<file path="src/hdl/kdq_pkg.sv">
// ---------------------------------------------------------------------------
// Keyed delay queue package
// Widths, codes and controller/datapath interface types.
// ---------------------------------------------------------------------------
`default_nettype none

package kdq_pkg;

  localparam int unsigned QUEUE_DEPTH_DEF = 16;

  localparam int unsigned OP_W     = 3;
  localparam int unsigned WAIT_W   = 20;
  localparam int unsigned KEY_W    = 16;
  localparam int unsigned TAG_W    = 32;
  localparam int unsigned TIME_W   = 32;
  localparam int unsigned STATUS_W = 2;
  localparam int unsigned COUNT_W  = 5;
  localparam int unsigned ENTRY_W  = KEY_W + TAG_W + TIME_W;

  typedef enum logic [OP_W-1:0] {
    OP_TICK            = 3'd0,
    OP_ADD             = 3'd1,
    OP_ADD_ABSENT      = 3'd2,
    OP_REPLACE_KEY     = 3'd3,
    OP_REPLACE_KEY_TAG = 3'd4,
    OP_REMOVE_KEY      = 3'd5,
    OP_REMOVE_KEY_TAG  = 3'd6
  } op_e;

  typedef enum logic [STATUS_W-1:0] {
    ST_ADDED   = 2'd0,
    ST_FULL    = 2'd1,
    ST_PRESENT = 2'd2,
    ST_REMOVED = 2'd3
  } status_e;

  typedef enum logic {
    KIND_DISPATCH = 1'b0,
    KIND_STATUS   = 1'b1
  } kind_e;

  typedef enum logic [3:0] {
    S_IDLE,
    S_START,
    S_CNT_RD,
    S_CNT_EV,
    S_SCAN_RD,
    S_SCAN_EV,
    S_DECIDE,
    S_SHIFT_RD,
    S_SHIFT_EV,
    S_INS_WR,
    S_STAT
  } state_e;

  typedef struct packed {
    logic load;
    logic cnt_rd;
    logic cnt_ev;
    logic scan_start;
    logic scan_rd;
    logic scan_ev;
    logic scan_end;
    logic decide;
    logic shift_rd;
    logic shift_ev;
    logic ins_wr;
    logic stat;
  } ctrl_cmd_t;

  typedef struct packed {
    logic op_tick;
    logic op_valid;
    logic do_insert;
    logic rd_done;
    logic due;
    logic emit;
    logic out_busy;
    logic shift_done;
  } dp_status_t;

endpackage

`default_nettype wire

</file>
<file path="src/hdl/keyed_delay_queue_core.sv">
// ---------------------------------------------------------------------------
// Keyed delay queue core
// Due-time sorted queue of (key, tag, due) entries with a tick-driven clock.
// ---------------------------------------------------------------------------
// Usage:
//   Requests enter on the in_* channel (valid/stall); one word carries op,
//   wait_time, contact_key and param_tag. Results leave on the out_* channel.
//   A tick yields one dispatch word per due entry (none if nothing is due);
//   every other valid op yields one status word. Unused op codes are dropped.
//   last_o marks the final word of a request.
//   One request is worked on at a time. Entries are visited one at a time
//   through the entry RAM's single read and single write port: a scan visit
//   reads an entry, then writes it back unless it is removed or dispatched.
//   An insert then moves the later entries up one place to open its slot.
//   Reset empties the queue and zeroes the time counter; RAM contents are
//   left as they are and only entries below the fill count are ever read.
//   When the receiver stalls, the result word holds and the scan pauses at
//   the next word to be sent; in_stall_o stays high until the request is done.
// ---------------------------------------------------------------------------
`default_nettype none

module keyed_delay_queue_core #(
  parameter int unsigned QUEUE_DEPTH = kdq_pkg::QUEUE_DEPTH_DEF
) (
  input  wire logic                          clk_i,
  input  wire logic                          rst_ni,
  input  wire logic                          in_valid_i,
  output logic                               in_stall_o,
  input  wire logic [kdq_pkg::OP_W-1:0]      op_i,
  input  wire logic [kdq_pkg::WAIT_W-1:0]    wait_time_i,
  input  wire logic [kdq_pkg::KEY_W-1:0]     contact_key_i,
  input  wire logic [kdq_pkg::TAG_W-1:0]     param_tag_i,
  output logic                               out_valid_o,
  input  wire logic                          out_stall_i,
  output logic                               kind_o,
  output logic      [kdq_pkg::KEY_W-1:0]     out_key_o,
  output logic      [kdq_pkg::TAG_W-1:0]     out_tag_o,
  output logic      [kdq_pkg::STATUS_W-1:0]  status_o,
  output logic      [kdq_pkg::COUNT_W-1:0]   removed_count_o,
  output logic      [kdq_pkg::COUNT_W-1:0]   occupancy_o,
  output logic                               last_o
);

  kdq_pkg::ctrl_cmd_t  cmd;
  kdq_pkg::dp_status_t st;

  kdq_ctrl u_ctrl (
    .clk_i      (clk_i),
    .rst_ni     (rst_ni),
    .in_valid_i (in_valid_i),
    .in_stall_o (in_stall_o),
    .st_i       (st),
    .cmd_o      (cmd)
  );

  kdq_dp #(
    .QUEUE_DEPTH (QUEUE_DEPTH)
  ) u_dp (
    .clk_i           (clk_i),
    .rst_ni          (rst_ni),
    .cmd_i           (cmd),
    .st_o            (st),
    .op_i            (op_i),
    .wait_time_i     (wait_time_i),
    .contact_key_i   (contact_key_i),
    .param_tag_i     (param_tag_i),
    .out_valid_o     (out_valid_o),
    .out_stall_i     (out_stall_i),
    .kind_o          (kind_o),
    .out_key_o       (out_key_o),
    .out_tag_o       (out_tag_o),
    .status_o        (status_o),
    .removed_count_o (removed_count_o),
    .occupancy_o     (occupancy_o),
    .last_o          (last_o)
  );

endmodule

`default_nettype wire

</file>
<file path="src/hdl/kdq_ram.sv">
// ---------------------------------------------------------------------------
// Generic RAM
// One write port, one read port with registered read data.
// ---------------------------------------------------------------------------
`default_nettype none

module kdq_ram #(
  parameter int unsigned WIDTH = 8,
  parameter int unsigned DEPTH = 16
) (
  input  wire logic                     clk_i,
  input  wire logic                     we_i,
  input  wire logic [$clog2(DEPTH)-1:0] waddr_i,
  input  wire logic [WIDTH-1:0]         wdata_i,
  input  wire logic                     re_i,
  input  wire logic [$clog2(DEPTH)-1:0] raddr_i,
  output logic      [WIDTH-1:0]         rdata_o
);

  logic [WIDTH-1:0] mem_q [DEPTH];
  logic [WIDTH-1:0] rdata_q;

  always_ff @(posedge clk_i) begin
    if (we_i) begin
      mem_q[waddr_i] <= wdata_i;
    end
    if (re_i) begin
      rdata_q <= mem_q[raddr_i];
    end
  end

  assign rdata_o = rdata_q;

endmodule

`default_nettype wire

</file>
<file path="src/hdl/kdq_ctrl.sv">
// ---------------------------------------------------------------------------
// Keyed delay queue controller
// Sequences the count, scan, shift, insert and status phases of a request.
// ---------------------------------------------------------------------------
`default_nettype none

module kdq_ctrl (
  input  wire logic               clk_i,
  input  wire logic               rst_ni,
  input  wire logic               in_valid_i,
  output logic                    in_stall_o,
  input  wire kdq_pkg::dp_status_t st_i,
  output kdq_pkg::ctrl_cmd_t      cmd_o
);

  kdq_pkg::state_e state_q, state_d;

  always_ff @(posedge clk_i or negedge rst_ni) begin
    if (!rst_ni) begin
      state_q <= kdq_pkg::S_IDLE;
    end else begin
      state_q <= state_d;
    end
  end

  always_comb begin
    state_d = state_q;
    case (state_q)
      kdq_pkg::S_IDLE: begin
        if (in_valid_i) state_d = kdq_pkg::S_START;
      end
      kdq_pkg::S_START: begin
        if (!st_i.op_valid)    state_d = kdq_pkg::S_IDLE;
        else if (st_i.op_tick) state_d = kdq_pkg::S_CNT_RD;
        else                   state_d = kdq_pkg::S_SCAN_RD;
      end
      kdq_pkg::S_CNT_RD: begin
        state_d = st_i.rd_done ? kdq_pkg::S_SCAN_RD : kdq_pkg::S_CNT_EV;
      end
      kdq_pkg::S_CNT_EV: begin
        state_d = st_i.due ? kdq_pkg::S_CNT_RD : kdq_pkg::S_SCAN_RD;
      end
      kdq_pkg::S_SCAN_RD: begin
        if (!st_i.rd_done)     state_d = kdq_pkg::S_SCAN_EV;
        else if (st_i.op_tick) state_d = kdq_pkg::S_IDLE;
        else                   state_d = kdq_pkg::S_DECIDE;
      end
      kdq_pkg::S_SCAN_EV: begin
        if (!(st_i.emit && st_i.out_busy)) state_d = kdq_pkg::S_SCAN_RD;
      end
      kdq_pkg::S_DECIDE: begin
        state_d = st_i.do_insert ? kdq_pkg::S_SHIFT_RD : kdq_pkg::S_STAT;
      end
      kdq_pkg::S_SHIFT_RD: begin
        state_d = st_i.shift_done ? kdq_pkg::S_INS_WR : kdq_pkg::S_SHIFT_EV;
      end
      kdq_pkg::S_SHIFT_EV: state_d = kdq_pkg::S_SHIFT_RD;
      kdq_pkg::S_INS_WR:   state_d = kdq_pkg::S_STAT;
      kdq_pkg::S_STAT: begin
        if (!st_i.out_busy) state_d = kdq_pkg::S_IDLE;
      end
      default: state_d = kdq_pkg::S_IDLE;
    endcase
  end

  always_comb begin
    cmd_o      = '0;
    in_stall_o = (state_q != kdq_pkg::S_IDLE);
    case (state_q)
      kdq_pkg::S_IDLE:     cmd_o.load = in_valid_i;
      kdq_pkg::S_START:    cmd_o = '0;
      kdq_pkg::S_CNT_RD: begin
        cmd_o.cnt_rd     = !st_i.rd_done;
        cmd_o.scan_start = st_i.rd_done;
      end
      kdq_pkg::S_CNT_EV: begin
        cmd_o.cnt_ev     = st_i.due;
        cmd_o.scan_start = !st_i.due;
      end
      kdq_pkg::S_SCAN_RD: begin
        cmd_o.scan_rd  = !st_i.rd_done;
        cmd_o.scan_end = st_i.rd_done;
      end
      kdq_pkg::S_SCAN_EV:  cmd_o.scan_ev  = !(st_i.emit && st_i.out_busy);
      kdq_pkg::S_DECIDE:   cmd_o.decide   = 1'b1;
      kdq_pkg::S_SHIFT_RD: cmd_o.shift_rd = !st_i.shift_done;
      kdq_pkg::S_SHIFT_EV: cmd_o.shift_ev = 1'b1;
      kdq_pkg::S_INS_WR:   cmd_o.ins_wr   = 1'b1;
      kdq_pkg::S_STAT:     cmd_o.stat     = !st_i.out_busy;
      default:             cmd_o = '0;
    endcase
  end

endmodule

`default_nettype wire

</file>
<file path="src/hdl/kdq_dp.sv">
// ---------------------------------------------------------------------------
// Keyed delay queue datapath
// Entry RAM, scan pointers, due-time compares and the result register.
// ---------------------------------------------------------------------------
`default_nettype none

module kdq_dp #(
  parameter int unsigned QUEUE_DEPTH = kdq_pkg::QUEUE_DEPTH_DEF
) (
  input  wire logic                          clk_i,
  input  wire logic                          rst_ni,
  input  wire kdq_pkg::ctrl_cmd_t            cmd_i,
  output kdq_pkg::dp_status_t                st_o,
  input  wire logic [kdq_pkg::OP_W-1:0]      op_i,
  input  wire logic [kdq_pkg::WAIT_W-1:0]    wait_time_i,
  input  wire logic [kdq_pkg::KEY_W-1:0]     contact_key_i,
  input  wire logic [kdq_pkg::TAG_W-1:0]     param_tag_i,
  output logic                               out_valid_o,
  input  wire logic                          out_stall_i,
  output logic                               kind_o,
  output logic      [kdq_pkg::KEY_W-1:0]     out_key_o,
  output logic      [kdq_pkg::TAG_W-1:0]     out_tag_o,
  output logic      [kdq_pkg::STATUS_W-1:0]  status_o,
  output logic      [kdq_pkg::COUNT_W-1:0]   removed_count_o,
  output logic      [kdq_pkg::COUNT_W-1:0]   occupancy_o,
  output logic                               last_o
);

  localparam int unsigned IW = $clog2(QUEUE_DEPTH);
  localparam int unsigned CW = $clog2(QUEUE_DEPTH + 1);
  localparam int unsigned TW = kdq_pkg::TIME_W;

  logic [kdq_pkg::OP_W-1:0]  op_q;
  logic [kdq_pkg::KEY_W-1:0] key_q;
  logic [kdq_pkg::TAG_W-1:0] tag_q;
  logic [TW-1:0]             new_due_q;
  logic [TW-1:0]             now_q;
  logic [CW-1:0]             cnt_q, r_q, w_q, n_q, pos_q, removed_q;
  logic                      key_found_q, pos_found_q;
  kdq_pkg::status_e          status_q, status_d;

  logic                           out_valid_q;
  kdq_pkg::kind_e                 kind_q;
  logic [kdq_pkg::KEY_W-1:0]      okey_q;
  logic [kdq_pkg::TAG_W-1:0]      otag_q;
  kdq_pkg::status_e               ostatus_q;
  logic [kdq_pkg::COUNT_W-1:0]    oremoved_q, oocc_q;
  logic                           olast_q;

  logic [kdq_pkg::ENTRY_W-1:0] rdata, wdata;
  logic                        we, re;
  logic [IW-1:0]               waddr, raddr;
  logic [CW-1:0]               r_dec;

  logic [kdq_pkg::KEY_W-1:0] rd_key;
  logic [kdq_pkg::TAG_W-1:0] rd_tag;
  logic [TW-1:0]             rd_due, d_now, d_new;
  logic                      is_due, is_later, key_match, tag_match, hit, emit;
  logic                      op_tick, op_valid, op_add, op_cond, op_rm_key, op_rm_kt;
  logic                      full, do_insert, load_disp;

  assign rd_key = rdata[kdq_pkg::ENTRY_W-1 -: kdq_pkg::KEY_W];
  assign rd_tag = rdata[kdq_pkg::TAG_W+TW-1 -: kdq_pkg::TAG_W];
  assign rd_due = rdata[TW-1:0];

  assign d_now    = rd_due - now_q;
  assign d_new    = rd_due - new_due_q;
  assign is_due   = (d_now == '0) || d_now[TW-1];
  assign is_later = (d_new != '0) && !d_new[TW-1];

  assign op_tick   = (op_q == kdq_pkg::OP_TICK);
  assign op_valid  = (op_q <= kdq_pkg::OP_REMOVE_KEY_TAG);
  assign op_add    = (op_q >= kdq_pkg::OP_ADD) && (op_q <= kdq_pkg::OP_REPLACE_KEY_TAG);
  assign op_cond   = (op_q == kdq_pkg::OP_ADD_ABSENT);
  assign op_rm_key = (op_q == kdq_pkg::OP_REPLACE_KEY) || (op_q == kdq_pkg::OP_REMOVE_KEY);
  assign op_rm_kt  = (op_q == kdq_pkg::OP_REPLACE_KEY_TAG) ||
                     (op_q == kdq_pkg::OP_REMOVE_KEY_TAG);

  assign key_match = (rd_key == key_q);
  assign tag_match = (rd_tag == tag_q);
  assign hit  = op_tick ? (r_q < n_q)
                        : ((op_rm_key && key_match) || (op_rm_kt && key_match && tag_match));
  assign emit = op_tick && hit;

  assign full      = (cnt_q >= CW'(QUEUE_DEPTH));
  assign do_insert = op_add && !(op_cond && key_found_q) && !full;

  always_comb begin
    if (!op_add)                        status_d = kdq_pkg::ST_REMOVED;
    else if (op_cond && key_found_q)    status_d = kdq_pkg::ST_PRESENT;
    else if (full)                      status_d = kdq_pkg::ST_FULL;
    else                                status_d = kdq_pkg::ST_ADDED;
  end

  assign st_o.op_tick    = op_tick;
  assign st_o.op_valid   = op_valid;
  assign st_o.do_insert  = do_insert;
  assign st_o.rd_done    = (r_q >= cnt_q);
  assign st_o.due        = is_due;
  assign st_o.emit       = emit;
  assign st_o.out_busy   = out_valid_q && out_stall_i;
  assign st_o.shift_done = (r_q == pos_q);

  // entry RAM ports
  assign r_dec = r_q - CW'(1);
  assign re    = cmd_i.cnt_rd || cmd_i.scan_rd || cmd_i.shift_rd;
  assign raddr = cmd_i.shift_rd ? r_dec[IW-1:0] : r_q[IW-1:0];

  always_comb begin
    we    = 1'b0;
    waddr = r_q[IW-1:0];
    wdata = rdata;
    if (cmd_i.scan_ev && !hit) begin
      we    = 1'b1;
      waddr = w_q[IW-1:0];
    end
    if (cmd_i.shift_ev) begin
      we    = 1'b1;
      waddr = r_q[IW-1:0];
    end
    if (cmd_i.ins_wr) begin
      we    = 1'b1;
      waddr = pos_q[IW-1:0];
      wdata = {key_q, tag_q, new_due_q};
    end
  end

  kdq_ram #(
    .WIDTH (kdq_pkg::ENTRY_W),
    .DEPTH (QUEUE_DEPTH)
  ) u_ram (
    .clk_i   (clk_i),
    .we_i    (we),
    .waddr_i (waddr),
    .wdata_i (wdata),
    .re_i    (re),
    .raddr_i (raddr),
    .rdata_o (rdata)
  );

  // control counters
  always_ff @(posedge clk_i or negedge rst_ni) begin
    if (!rst_ni) begin
      now_q       <= '0;
      cnt_q       <= '0;
      r_q         <= '0;
      w_q         <= '0;
      n_q         <= '0;
      removed_q   <= '0;
      key_found_q <= 1'b0;
      pos_found_q <= 1'b0;
    end else begin
      if (cmd_i.load) begin
        if (op_i == kdq_pkg::OP_TICK) now_q <= now_q + TW'(1);
        r_q         <= '0;
        w_q         <= '0;
        n_q         <= '0;
        removed_q   <= '0;
        key_found_q <= 1'b0;
        pos_found_q <= 1'b0;
      end
      if (cmd_i.cnt_ev) begin
        n_q <= n_q + CW'(1);
        r_q <= r_q + CW'(1);
      end
      if (cmd_i.scan_start) begin
        r_q <= '0;
        w_q <= '0;
      end
      if (cmd_i.scan_ev) begin
        r_q <= r_q + CW'(1);
        if (hit) removed_q <= removed_q + CW'(1);
        else     w_q       <= w_q + CW'(1);
        if (!hit && !pos_found_q && is_later) pos_found_q <= 1'b1;
        if (key_match) key_found_q <= 1'b1;
      end
      if (cmd_i.scan_end) begin
        cnt_q <= w_q;
        r_q   <= w_q;
      end
      if (cmd_i.shift_ev) r_q <= r_dec;
      if (cmd_i.ins_wr) cnt_q <= cnt_q + CW'(1);
    end
  end

  // request payload, insert position and status
  always_ff @(posedge clk_i) begin
    if (cmd_i.load) begin
      op_q      <= op_i;
      key_q     <= contact_key_i;
      tag_q     <= param_tag_i;
      new_due_q <= now_q + TW'(wait_time_i);
    end
    if (cmd_i.scan_ev && !hit && !pos_found_q && is_later) pos_q <= w_q;
    if (cmd_i.scan_end && !pos_found_q) pos_q <= w_q;
    if (cmd_i.decide) status_q <= status_d;
  end

  // result register
  assign load_disp = cmd_i.scan_ev && emit;

  always_ff @(posedge clk_i or negedge rst_ni) begin
    if (!rst_ni) begin
      out_valid_q <= 1'b0;
    end else if (load_disp || cmd_i.stat) begin
      out_valid_q <= 1'b1;
    end else if (!out_stall_i) begin
      out_valid_q <= 1'b0;
    end
  end

  always_ff @(posedge clk_i) begin
    if (load_disp) begin
      kind_q     <= kdq_pkg::KIND_DISPATCH;
      okey_q     <= rd_key;
      otag_q     <= rd_tag;
      ostatus_q  <= kdq_pkg::ST_ADDED;
      oremoved_q <= '0;
      oocc_q     <= kdq_pkg::COUNT_W'(cnt_q - n_q);
      olast_q    <= ((r_q + CW'(1)) == n_q);
    end else if (cmd_i.stat) begin
      kind_q     <= kdq_pkg::KIND_STATUS;
      okey_q     <= '0;
      otag_q     <= '0;
      ostatus_q  <= status_q;
      oremoved_q <= kdq_pkg::COUNT_W'(removed_q);
      oocc_q     <= kdq_pkg::COUNT_W'(cnt_q);
      olast_q    <= 1'b1;
    end
  end

  assign out_valid_o     = out_valid_q;
  assign kind_o          = kind_q;
  assign out_key_o       = okey_q;
  assign out_tag_o       = otag_q;
  assign status_o        = ostatus_q;
  assign removed_count_o = oremoved_q;
  assign occupancy_o     = oocc_q;
  assign last_o          = olast_q;

endmodule

`default_nettype wire

</file>
<file path="config.mk">
export PLATFORM = sky130hd
export DESIGN_NAME = keyed_delay_queue_core
export DESIGN_NICKNAME = d
export VERILOG_FILES = /design/src/hdl/kdq_pkg.sv /design/src/hdl/keyed_delay_queue_core.sv /design/src/hdl/kdq_ram.sv /design/src/hdl/kdq_ctrl.sv /design/src/hdl/kdq_dp.sv
export SDC_FILE = /design/constraint.sdc
export NUM_CORES = 2
export LEC_CHECK = 0
export BUFFER_PORTS_ARGS = -buffer_cell sky130_fd_sc_hd__clkbuf_2
export CAP_MARGIN = 10
export CELL_PAD_IN_SITES_DETAIL_PLACEMENT = 1
export CELL_PAD_IN_SITES_GLOBAL_PLACEMENT = 2
export CORE_MARGIN = 4
export CORE_UTILIZATION = 30
export CTS_CLUSTER_DIAMETER = 50
export CTS_CLUSTER_SIZE = 14
export DETAILED_ROUTE_END_ITERATION = 10
export GPL_TIMING_DRIVEN = 0
export PLACE_DENSITY = 0.62
export SLEW_MARGIN = 20
export SYNTH_ARGS = -nofsm -noshare
export SYNTH_HDL_FRONTEND = slang
export SYNTH_HIERARCHICAL = 1
export SYNTH_SLANG_ARGS = --single-unit
</file>
<file path="constraint.sdc">
create_clock -name clk_i -period 11.55 [get_ports clk_i]
set_input_delay 3.465 -clock clk_i [delete_from_list [all_inputs] [get_ports clk_i]]
set_output_delay 3.465 -clock clk_i [all_outputs]
set_load 0.02 [all_outputs]
</file>
==> flow_summary_export.csv <==
group,metric,value,unit
worst_setup_path,cp_data_arrival_time,7.74,ns
timing,timing.slew.headroom,21.0,%
synthesis,synth_area_leader_cell,"sky130_fd_sc_hd__edfxtp_1",
placed_design,dp.final_hpwl,135000,µm
clock_network,clock-sinks,1576,
drt,avgRoutedWirePerCell,27.5,µm
clock_network,clock_tree.htree_level_count,4,
worst_setup_path,critical_path.max_fanout,15,
layout,post_route_cells_drive_above_1_share,23.6,%
clock_network,clk_pin_slew_worst_paths,0.06,ns
layout,final_nets,4323,
synthesis,syn-mean-instance-area,17.8,µm²
flow_run,maxCapViolations,0,
timing,final.period_utilization,62.6,%
synthesis,synth_cells,3708,
layout,layout.cells.non_filler,7120,
placed_design,globalplace.congestion,0.805,
die,boundaryPins,139,
synthesis,post_synth_instance_area,0.0662,mm²
worst_setup_path,worstSetupStartpointType,"register",
worst_setup_path,cp_data_required_time,12.05,ns
clock_network,cts_repair_resize_count,0,
synthesis,ys_seq_area_share,70.9,%
global_route,globalRoute.totalOverflow,0,
power,power.density_cell_area,268,mW/mm²
timing,maxSlewViolCount,0,
drt,drc_errors,0,
placed_design,cell_count_after_placement,6850,
global_route,antenna_found_initial,15,
die,initial_utilization,30.2,%
synthesis,yosys.cell_count.top_type,"sky130_fd_sc_hd__edfxtp_1",
clock_network,tritoncts_clock_tree,"done",
timing,final_period_minus_worst_setup_slack,7.24,ns
global_route,grt_start_max_net_pins,65,
synthesis,synth_seq_cells,1576,
timing,setup_repair_after_global_routing_missed_its_margin,"no",
synthesis,synth_largest_type_area_fraction,68.2,%
power,leakage_power,25.6,nW
timing,fmaxAchievable,138,MHz
worst_setup_path,critPathKind,"reg -> reg",
layout,fillerInstances,22100,
timing,worst_pin_slew,1.19,ns
die,die_w,478,µm
synthesis,ys_async_sr_fraction,4.06,%
die,design.die.area,0.228,mm²
drt,drt-pass1-iter-count,5,
timing,setup_tns,0,ns
layout,final_core_util,35.4,%
die,floorplan.die.height,478,µm
synthesis,synth_edf_count,1504,
clock_network,cts_inserted_buffers,160,
timing,final_hold_viol_count,0,
synthesis,syn_nets,3890,
placed_design,portBuffers,138,
timing,timing.final.ws_setup,4.31,ns
synthesis,ys_top_cells_by_count,"sky130_fd_sc_hd__edfxtp_1, sky130_fd_sc_hd__mux4_2, sky130_fd_sc_hd__nand2_1, sky130_fd_sc_hd__a22oi_1, sky130_fd_sc_hd__xnor2_1",
layout,area_growth,17.4,%
clock_network,cts-hold-fix-buffers,0,
global_route,groute.usage.overall,17.0,%
die,rows,172,
synthesis,synth_ff_type,"sky130_fd_sc_hd__edfxtp_1",
clock_network,clock_insertion_delay_worst_skew,0.81,ns
worst_setup_path,end_kind,"register",
drt,ant_nets,0,
power,max-vdd-ir-drop,0.196,mV
timing,setup-violations-final,0,
clock_network,clock_tree.root_cell,"sky130_fd_sc_hd__clkbuf_16",
outcome,run_status,"finished, final reports clean",
timing,finClkSkew,0.0688,ns
drt,initialDrtViolationCount,3544,
min_path,worst_hold_path_type,"reg -> reg",
synthesis,synth_cell_types,84,
synthesis,yosysWarnings,6,
clock_network,post_cts_buffers,0,
drt,routed_wl,196000,µm
global_route,first_global_vias,38900,
timing,timing.hold.ws,0.464,ns
drt,vias,36700,
placed_design,detailedPlace.worstSlack,3.75,ns
drt,via_per_inst,5.15,
die,floorplan.core_area,0.220,mm²
synthesis,post_synth_main_area_contributors,"sky130_fd_sc_hd__edfxtp_1, sky130_fd_sc_hd__mux4_2, sky130_fd_sc_hd__dfrtp_1",
clock_network,clock_tree.buffer_depth,3,
global_route,grt_pass1_wl,282000,µm
## power by group
group	leakage (nW)	internal (mW)	switching (mW)	total (mW)
registers	14.5	7.78	0.449	8.23
clock network	2.39	2.69	2.30	4.98
logic	8.75	2.84	4.77	7.61
total	25.6	13.3	7.51	20.8
## per-stage QoR
stage / power (mW) / area (µm²)
after global routing: 21.9 / 77700
after global placement: 15.9 / 70500
after floorplan: 13.1 / 66200
after detailed placement: 16.0 / 72800
final: 20.8 / 77700
after CTS: 21.1 / 77700
## sequential cells by signal (all words and copies together), names as in the netlist, 4 cells and up
name and cells:
u_dp/key_q 16, u_dp/removed_count_o 5, u_dp/pos_q 5, u_dp/out_key_o 16, u_dp/u_ram/mem_q 1280, u_dp/r_q 5
u_dp/w_q 5, u_dp/removed_q 5, u_dp/out_tag_o 32, u_dp/n_q 5, u_dp/occupancy_o 5, u_dp/new_due_q 32
u_dp/tag_q 32, u_dp/cnt_q 5, u_ctrl/state_q 4, u_dp/now_q 32, u_dp/u_ram/rdata_o 80
## cell families after synthesis
kind of cell	after synthesis	synth area share [%]
multiplexers	430	12.7
AO/OA/AOI/OAI	536	5.67
buffers and inverters	287	1.89
XOR/XNOR	158	2.09
flip-flops	1576	70.9
adder cells (fa/ha/maj)	107	2.07
AND/OR/NAND/NOR	614	4.67
## path summary, 6_finish.rpt
check                                        from                       to  slack [ns]  cells after the start
setup / recovery           u_dp/u_ram/rdata_o[42]  u_dp/u_ram/mem_q[6][54]        4.31                     17
hold / removal                        u_dp/kind_o              u_dp/kind_o        0.46                      2
min in group asynchronous                  rst_ni            u_dp/now_q[3]        2.66                      1
hold reg to reg                       u_dp/kind_o              u_dp/kind_o        0.46                      2
max in group asynchronous                  rst_ni            u_dp/cnt_q[4]        8.35                      1
setup reg to reg           u_dp/u_ram/rdata_o[42]  u_dp/u_ram/mem_q[6][54]        4.31                     17
## routing by layer
metal	share of wire, %	vias to the layer above	wire, µm	track usage [%]
li1	-	15900	-	-
met1	45	19600	88400	24.0
met2	47	997	91200	26.9
met3	6.1	237	12100	3.38
met4	2.2	2	4270	3.96
met5	0.0066	-	13	0
## critical path, stage by stage, from the launching register on
cell and delay, ns:
sky130_fd_sc_hd__edfxtp_1 0.63, sky130_fd_sc_hd__xnor2_1 0.26, sky130_fd_sc_hd__nand4_1 0.47, sky130_fd_sc_hd__nor4_1 0.65, sky130_fd_sc_hd__nand4_1 0.25, sky130_fd_sc_hd__o41ai_1 0.98, sky130_fd_sc_hd__a31oi_1 0.37, sky130_fd_sc_hd__and2_1 0.31
sky130_fd_sc_hd__nor2b_1 0.14, sky130_fd_sc_hd__clkbuf_1 0.21, sky130_fd_sc_hd__mux2i_1 0.15, sky130_fd_sc_hd__o21ai_1 0.53, sky130_fd_sc_hd__nand2b_1 0.41, sky130_fd_sc_hd__nor2_4 0.67, sky130_fd_sc_hd__buf_16 0.24, sky130_fd_sc_hd__buf_12 0.19
sky130_fd_sc_hd__buf_12 0.20, sky130_fd_sc_hd__buf_16 0.19
## cell usage in the layout, fill, tap and decap left out, drive strengths merged, types with 64 or more instances in the layout
master / n
edfxtp: 1504
xnor2: 124
mux4: 320
o21ai: 73
dfrtp: 64
inv: 126
ha: 103
a21oi: 97
and3: 66
a22oi: 162
buf: 212
nand2: 193
mux2: 83
nor2: 103
clkbuf: 422
## cell type report
cell class                      count  area (µm²)  share of cell area (%)
Antenna cell                        4        10.0                  0.0129
Inverter                          107         402                   0.517
Buffer                            180         858                    1.10
Clock inverter                     83         798                    1.03
Sequential cell                  1576       46900                    60.4
Tap cell                         2871        3590                    4.62
Clock buffer                      183        4130                    5.32
Timing Repair Buffer              271        2850                    3.67
Multi-Input combinational cell   1845       18200                    23.4
No activity file was read; power rests on OpenSTA's default activity.
